==> src/shc_pkg.sv <==
`timescale 1ns / 1ps
`default_nettype none

package shc_pkg;

	localparam int DATA_W = 64;
	localparam int LEN_W  = 6;
	localparam int CNT_W  = 7;
	localparam int POS_W  = 6;

	localparam logic [LEN_W-1:0] MAX_DATA_BITS     = 6'd57;
	localparam logic [LEN_W-1:0] DATA_LENGTH_RESET = 6'd8;

	typedef enum logic {
		OP_ENCODE = 1'b0,
		OP_DECODE = 1'b1
	} op_t;

	typedef enum logic [1:0] {
		ST_OK        = 2'd0,
		ST_CORRECTED = 2'd1,
		ST_DOUBLE    = 2'd2
	} status_t;

	typedef struct packed {
		op_t               op;
		logic [LEN_W-1:0]  k;
		logic [DATA_W-1:0] word;
	} req_t;

	typedef struct packed {
		logic [DATA_W-1:0] word;
		logic [CNT_W-1:0]  bits;
		status_t           status;
		logic [POS_W-1:0]  epos;
	} res_t;

endpackage

`default_nettype wire

==> src/secded_hamming_codec_unit.sv <==
// SECDED extended Hamming encoder/decoder, one word per cycle while the response is not stalled.
// request channel: req_valid/req_stall with opcode, valid_bits, word_in;
//   a transfer happens on a rising edge with req_valid high and req_stall low.
// response channel: rsp_valid/rsp_stall with word_out, out_bits, status,
//   error_position; a transfer happens with rsp_valid high and rsp_stall low.
// config channel: cfg_valid/cfg_ready/cfg_data writes data_length; cfg_ready
//   is always high. write it only while no request is in flight.
// path: an accepted request is held in the input register, passes one pass of XOR
//   trees, and is held in the result register that drives the response ports.
// throughput: one word per cycle while the response is not stalled, set by the
//   single-pass datapath between the two registers.
// reset (arst_n low): both pipeline stages empty, data_length back to 8.
// stall: a stalled response holds; the input register keeps taking one more
//   word, and req_stall rises only when both stages are full and the
//   response is stalled.
`timescale 1ns / 1ps
`default_nettype none

module secded_hamming_codec_unit (
	input  logic                         clk,
	input  logic                         arst_n,
	input  logic                         cfg_valid,
	output logic                         cfg_ready,
	input  logic [shc_pkg::LEN_W-1:0]    cfg_data,
	input  logic                         req_valid,
	output logic                         req_stall,
	input  logic                         opcode,
	input  logic [shc_pkg::LEN_W-1:0]    valid_bits,
	input  logic [shc_pkg::DATA_W-1:0]   word_in,
	output logic                         rsp_valid,
	input  logic                         rsp_stall,
	output logic [shc_pkg::DATA_W-1:0]   word_out,
	output logic [shc_pkg::CNT_W-1:0]    out_bits,
	output logic [1:0]                   status,
	output logic [shc_pkg::POS_W-1:0]    error_position
);
	import shc_pkg::*;

	function automatic logic [LEN_W-1:0] clamp_bits(input logic [LEN_W-1:0] v,
			input logic [LEN_W-1:0] dl);
		logic [LEN_W-1:0] lim;
		logic [LEN_W-1:0] r;
		lim = dl;
		if (lim == '0) begin
			lim = LEN_W'(1);
		end
		if (lim > MAX_DATA_BITS) begin
			lim = MAX_DATA_BITS;
		end
		r = v;
		if (r == '0) begin
			r = LEN_W'(1);
		end
		if (r > lim) begin
			r = lim;
		end
		return r;
	endfunction

	logic [LEN_W-1:0] data_length_q;
	logic             v_s1;
	logic             v_s2;
	req_t             req_s1;
	res_t             res_s2;
	res_t             res_c;
	logic             adv1;
	logic             adv2;

	assign cfg_ready = 1'b1;

	assign adv2      = !v_s2 || !rsp_stall;
	assign adv1      = !v_s1 || adv2;
	assign req_stall = !adv1;

	always_ff @(posedge clk or negedge arst_n) begin
		if (!arst_n) begin
			data_length_q <= DATA_LENGTH_RESET;
		end else if (cfg_valid && cfg_ready) begin
			data_length_q <= cfg_data;
		end
	end

	always_ff @(posedge clk or negedge arst_n) begin
		if (!arst_n) begin
			v_s1 <= 1'b0;
			v_s2 <= 1'b0;
		end else begin
			if (adv1) begin
				v_s1 <= req_valid;
			end
			if (adv2) begin
				v_s2 <= v_s1;
			end
		end
	end

	always_ff @(posedge clk) begin
		if (adv1 && req_valid) begin
			req_s1.op   <= op_t'(opcode);
			req_s1.k    <= clamp_bits(valid_bits, data_length_q);
			req_s1.word <= word_in;
		end
		if (adv2 && v_s1) begin
			res_s2 <= res_c;
		end
	end

	shc_core u_core (
		.req (req_s1),
		.res (res_c)
	);

	assign rsp_valid      = v_s2;
	assign word_out       = res_s2.word;
	assign out_bits       = res_s2.bits;
	assign status         = res_s2.status;
	assign error_position = res_s2.epos;

endmodule

`default_nettype wire

==> src/shc_core.sv <==
`timescale 1ns / 1ps
`default_nettype none

module shc_core (
	input  shc_pkg::req_t req,
	output shc_pkg::res_t res
);
	import shc_pkg::*;

	function automatic logic [DATA_W-1:0] low_mask(input logic [CNT_W-1:0] n);
		logic [DATA_W-1:0] m;
		for (int i = 0; i < DATA_W; i++) begin
			m[i] = (CNT_W'(i) < n);
		end
		return m;
	endfunction

	function automatic logic [POS_W-1:0] syndrome(input logic [DATA_W-1:0] w);
		logic [POS_W-1:0] s;
		s = '0;
		for (int p = 0; p < DATA_W; p++) begin
			for (int b = 0; b < POS_W; b++) begin
				if (((p >> b) & 1) != 0) begin
					s[b] = s[b] ^ w[p];
				end
			end
		end
		return s;
	endfunction

	function automatic logic [CNT_W-1:0] code_length(input logic [LEN_W-1:0] k);
		logic [CNT_W-1:0] kk;
		kk = {1'b0, k};
		priority if (k <= LEN_W'(1)) begin
			return kk + CNT_W'(3);
		end else if (k <= LEN_W'(4)) begin
			return kk + CNT_W'(4);
		end else if (k <= LEN_W'(11)) begin
			return kk + CNT_W'(5);
		end else if (k <= LEN_W'(26)) begin
			return kk + CNT_W'(6);
		end else begin
			return kk + CNT_W'(7);
		end
	endfunction

	always_comb begin
		int                d;
		logic [CNT_W-1:0]  n;
		logic [DATA_W-1:0] dm;
		logic [DATA_W-1:0] cm;
		logic [DATA_W-1:0] cw;
		logic [DATA_W-1:0] enc;
		logic [DATA_W-1:0] dec;
		logic [POS_W-1:0]  syn;
		logic [POS_W-1:0]  syn_e;
		logic              par;
		status_t           st;
		logic [POS_W-1:0]  epos;

		n   = code_length(req.k);
		dm  = req.word & low_mask({1'b0, req.k});
		cm  = req.word & low_mask(n);
		syn = syndrome(cm);
		par = ^cm;

		st   = ST_OK;
		epos = '0;
		cw   = cm;
		priority if (par) begin
			priority if (syn == '0) begin
				st = ST_CORRECTED;
			end else if ({1'b0, syn} < n) begin
				st   = ST_CORRECTED;
				epos = syn;
				cw   = cm ^ (DATA_W'(1) << syn);
			end else begin
				st = ST_DOUBLE;
			end
		end else if (syn != '0) begin
			st = ST_DOUBLE;
		end

		// data bits sit at every nonzero position that is not a power of two
		enc = '0;
		dec = '0;
		d   = 0;
		for (int p = 3; p < DATA_W; p++) begin
			if ((p & (p - 1)) != 0) begin
				enc[p] = dm[d];
				dec[d] = cw[p];
				d++;
			end
		end

		syn_e = syndrome(enc);
		for (int i = 0; i < POS_W; i++) begin
			enc[1 << i] = syn_e[i];
		end
		enc[0] = ^enc[DATA_W-1:1];

		unique case (req.op)
			OP_ENCODE: begin
				res.word   = enc;
				res.bits   = n;
				res.status = ST_OK;
				res.epos   = '0;
			end
			OP_DECODE: begin
				res.word   = dec;
				res.bits   = {1'b0, req.k};
				res.status = st;
				res.epos   = epos;
			end
			default: begin
				res.word   = '0;
				res.bits   = '0;
				res.status = ST_OK;
				res.epos   = '0;
			end
		endcase
	end

endmodule

`default_nettype wire

==> config.mk <==
export PLATFORM = sky130hd
export DESIGN_NAME = secded_hamming_codec_unit
export DESIGN_NICKNAME = d
export VERILOG_FILES = /design/src/shc_pkg.sv /design/src/secded_hamming_codec_unit.sv /design/src/shc_core.sv
export SDC_FILE = /design/constraint.sdc
export NUM_CORES = 1
export LEC_CHECK = 0
export BUFFER_PORTS_ARGS = -buffer_cell sky130_fd_sc_hd__clkbuf_2
export CAP_MARGIN = 10
export CORE_ASPECT_RATIO = 0.75
export CORE_MARGIN = 2
export CORE_UTILIZATION = 60
export CTS_CLUSTER_SIZE = 40
export DETAILED_ROUTE_END_ITERATION = 6
export PLACE_DENSITY = 0.82
export SLEW_MARGIN = 20
export SYNTH_ARGS = -nofsm -noshare
export SYNTH_HDL_FRONTEND = slang
export SYNTH_HIERARCHICAL = 1
export SYNTH_SLANG_ARGS = --single-unit
==> constraint.sdc <==
create_clock -name clk -period 10.7 [get_ports clk]
set_input_delay 1.07 -clock clk [delete_from_list [all_inputs] [get_ports clk]]
set_output_delay 1.07 -clock clk [all_outputs]
set_load 0.005 [all_outputs]
---- Yosys cells after proc, flatten, opt, wreduce, memory -nomap -nowiden ----
Cells that the tools add are included.
storage, ports and cells
  register bits ........................... 158
  output and inout port bits .............. 82
  logic and storage cells ................. 550
cells by class
  add/sub/neg operators ................... 5
  order comparisons ....................... 128
  shift-type cells ........................ 1
  muxes and demuxes ....................... 22
  bitwise logic cells ..................... 370
  reductions and logical operators ........ 14
operator list
  kind                  count
  $xor 1x1->1           366
  $lt 6x7->1 const A    32
  $mux 64               3
  $pmux 79 s2           1
  $lt 6x6->1 const A    25
  $lt 5x7->1 const A    16
  $lt 5x6->1 const A    16
  $and 64x64->64        1
  $reduce_xor 64->1     1
  $shl 1x6->64 const A  1
  $xor 64x64->64        1
  $reduce_xor 63->1     1
  $mux 6                10
  $and 57x57->57        1
  $lt 4x7->1 const A    8
  $lt 4x6->1 const A    8
  $add 6x3->7 const B   4
  $lt 3x7->1 const A    4
  $mux 7                4
  $lt 3x6->1 const A    4
  $logic_not 6->1       3
  $lt 1x7->1 const A    2
  $lt 2x7->1 const A    2
  $lt 1x6->1 const A    2
  15 further kinds      24

---- Longest topological paths before layout ----
  depth after elaboration ................. 44
  gate-level depth with buffers ........... 28
  gate-level depth less buffers ........... 24

---- By module ----
The synthesis kept the hierarchy.
by module, submodules not included
  module                     times used  cells an instance  area each (µm²)  seq. area each (µm²)
  shc_core                   1           1196               8115.3           0.0
  secded_hamming_codec_unit  1           217                5124.9           4705.8

---- Least setup slack after synthesis ----
Ideal clock, no wire load.
  path kind ............................... input-to-reg
  start ................................... input port rsp_stall
  end ..................................... register res_s2, in the netlist error_position[0], enable pin
  setup time .............................. 0.637 ns
  data arrival time ....................... 6.783 ns
  required time ........................... 10.063 ns
  setup slack ............................. 3.280 ns
  stages .................................. 1
  buffers on the path ..................... 0
  cell sequence ........................... a21boi_0
between the ends
  cells in the longest elaborated chain, start to end .. 3
ends and longest elaborated chain
  what                    line                              source
  start: declaration      secded_hamming_codec_unit.sv:31   input logic rsp_stall,
  $logic_not 1->1         secded_hamming_codec_unit.sv:71   assign adv2 = !v_s2 || !rsp_stall;
  $logic_or 1x1->1        secded_hamming_codec_unit.sv:71
  $logic_and 1x1->1       secded_hamming_codec_unit.sv:103  if (adv2 && v_s1) begin
  end signal: assignment  secded_hamming_codec_unit.sv:104  res_s2 <= res_c;
  end: declaration        secded_hamming_codec_unit.sv:64   res_t res_s2;
No other way between the ends.
A chain may end at the register's enable or synchronous reset.

==> metrics.txt <==
post-synth net total 1,519; final WL 52.9 mm; pin slew with the least headroom to its limit 1.12 ns; library cells used by synthesis 100; Max Cap Violations 0; gate count of the mapped netlist 1,413; largest cells by area after synthesis edfxtp_1 34%, xnor2_1 10%, xor2_1 5.6%; Setup TNS Final 0 ns; Chip Height 133 um; WL per Instance 28.8 um; first-pass GRT wire length 76.0 mm; CP Data Arrival Time 10.13 ns; failing checks design-rule violations; Design Area, Final 14,800 um^2; post-DP HPWL 41.3 mm; Layout Utilization 0.677; vias in the first global route 11.6k; most frequent cells in the layout 162 x clkbuf_2, 158 x xnor2_1, 150 x edfxtp_1; TritonCTS clock tree yes; DR vias/cell 6.82; DP Area 14,200 um^2; number of post-CTS setup repair buffers 0; gpl congestion 1.12; I/O pins 164; f_max 100 MHz; drt pass-1 iters 7; top-area cell type share of the netlist area 0.340; Initial Util 0.605; most common cell after layout, fill and taps aside clkbuf_2; area growth from synthesis to layout 11.8%; EDFF count, synth 150; initial antenna violation count 2; root buffer cell clkbuf_16; I/O Buffers 162; DRT iter0 DRCs 2,343; worst hold path class in2async; #FFs+latches synth 158; Avg Synthesized Cell Area 9.37 um^2; Cell Pwr Density 325 nW/um^2; RSZ-0062 raised after global routing no; Die ar. 23,300 um^2; n_diodes 0; Post-Synthesis Cell Area 13,200 um^2; nature of the critical path endpoint register; leakage power 5.75 nW; largest net degree at the start of global routing 80; Power Total 4.81 mW; post-route ant nets 0; fin cells 1,834; reg2reg start req_s1[65]; DR vias 12.5k; final setup fails 0; num rows 47; GRT Residual Overflow 0; Synth Flop Type edfxtp_1; clock-pin slew on the worst setup and hold paths 0.07 ns; H-Tree Depth 4; Core Area 21,900 um^2; Async SR Flop Fraction 0.0506; status finished, violations left; Clock Latency Late Sink 0.45 ns; Yosys top cell by area edfxtp_1; slew margin rel. 0.236; synth warn 6; worst setup margin 0.701 ns; required time of the worst setup path 10.83 ns; Seq/Total Area, Yosys 0.355; share of cells above drive strength 1 0.190; kind of critical path reg2reg; cells on worst reg2reg path 23; Slew Limit Fails 0; Max clock buf depth 2; total CTS buffers 17; Worst VDD drop 331 uV; Tot GR Track Use 0.454; Post-CTS Hold Buffers 0; Inst Count DP 1,802; Final #Nets 1,633; post-cts gate resize count 0; r2r endpoint word_out[47]; Min Hold Slack 0.475 ns; Remaining DRCs 5; width of the die 176 um; worst reg-to-reg setup slack 0.70 ns; Worst Skew 0.0173 ns; kind of start point of the critical path register; CP max FO 33; clock sink total 158; Final Cycle Share 0.935; Final Hold Violating Endpoints 0; min Tclk post-route 10.0 ns; DP Worst Slack 1.25 ns
-- routing by layer --
layer,up-vias,track usage,part of all wire
li1,5320,-,-
met1,5830,0.633,0.38
met2,1156,0.619,0.40
met3,196,0.173,0.16
met4,4,0.217,0.054
met5,-,0,0.00049
-- critical path: stages, from the launching register on --
cell	delay, ns
edfxtp_1	0.93
inv_1	0.40
ha_1	0.52
a21oi_2	0.45
a21oi_4	0.14
a311oi_1	0.59
o41ai_4	0.15
buf_4	0.25
inv_2	0.39
o211ai_1	0.50
o21ai_1	0.79
o311ai_0	0.26
o21ai_0	0.15
xor2_1	0.25
xnor2_1	0.24
xnor3_1	0.43
xnor2_2	0.63
inv_1	0.42
ha_1	0.42
o2111a_1	0.21
o2111a_2	0.76
nor3_2	0.21
xnor2_1	0.35
a21oi_1	0.17
-- worst max path at each step --
stage	start	slack, ns	to	cells after the start
after global placement	req_s1[65]	1.44	word_out[47]	23
after floorplan	rsp_stall	3.28	error_position[0]	1
after detailed placement	req_s1[65]	1.25	word_out[0]	23
after global routing	req_s1[65]	0.44	word_out[0]	23
after CTS	req_s1[65]	1.20	word_out[0]	23
final	req_s1[65]	0.70	word_out[47]	23
-- area by class of cell --
type	count	area [um^2]
clock buffer	18	429
clock inverter	14	174
fill	1762	7070
inverter	31	116
multi-input combinational	1136	8040
sequential	158	4710
tap	294	368
timing repair buffer	183	968
-- flip-flops by register name, indices dropped and copies added (netlist names) --
name and flops:
req_s1 71, out_bits 7, data_length_q 6, rsp_valid 1
v_s1 1, status 2, error_position 6, word_out 64
-- report_power, final --
group | internal (mW) | switching [mW] | leakage (nW)
combinational | 1.08 | 2.20 | 3.91
clock | 0.354 | 0.289 | 0.293
sequential | 0.820 | 0.0716 | 1.55
-- cell usage after synthesis (9+ instances only) --
cell type	instances
a21o_1	15
a21oi_1	83
and3_1	14
buf_2	25
clkbuf_1	49
edfxtp_1	150
ha_1	24
inv_1	27
mux2i_1	39
nand2_1	132
nand2b_1	18
nand3_1	70
nand4_1	9
nor2_1	94
nor2b_1	15
nor3_1	42
nor3_2	16
o211ai_1	21
o21a_1	11
o21ai_0	85
o21ai_1	14
xnor2_1	158
xnor3_1	15
xor2_1	85
-- logic make-up after synthesis --
family	Yosys count	share of synthesized area
flip-flops	158	0.355
AO/OA/AOI/OAI	339	0.174
multiplexers	48	0.0373
AND/OR/NAND/NOR	457	0.173
adder cells (fa/ha/maj)	24	0.0227
XOR/XNOR	267	0.199
other	1	0.000283
buffers and inverters	119	0.0386
(Power assumes the default switching activity.)
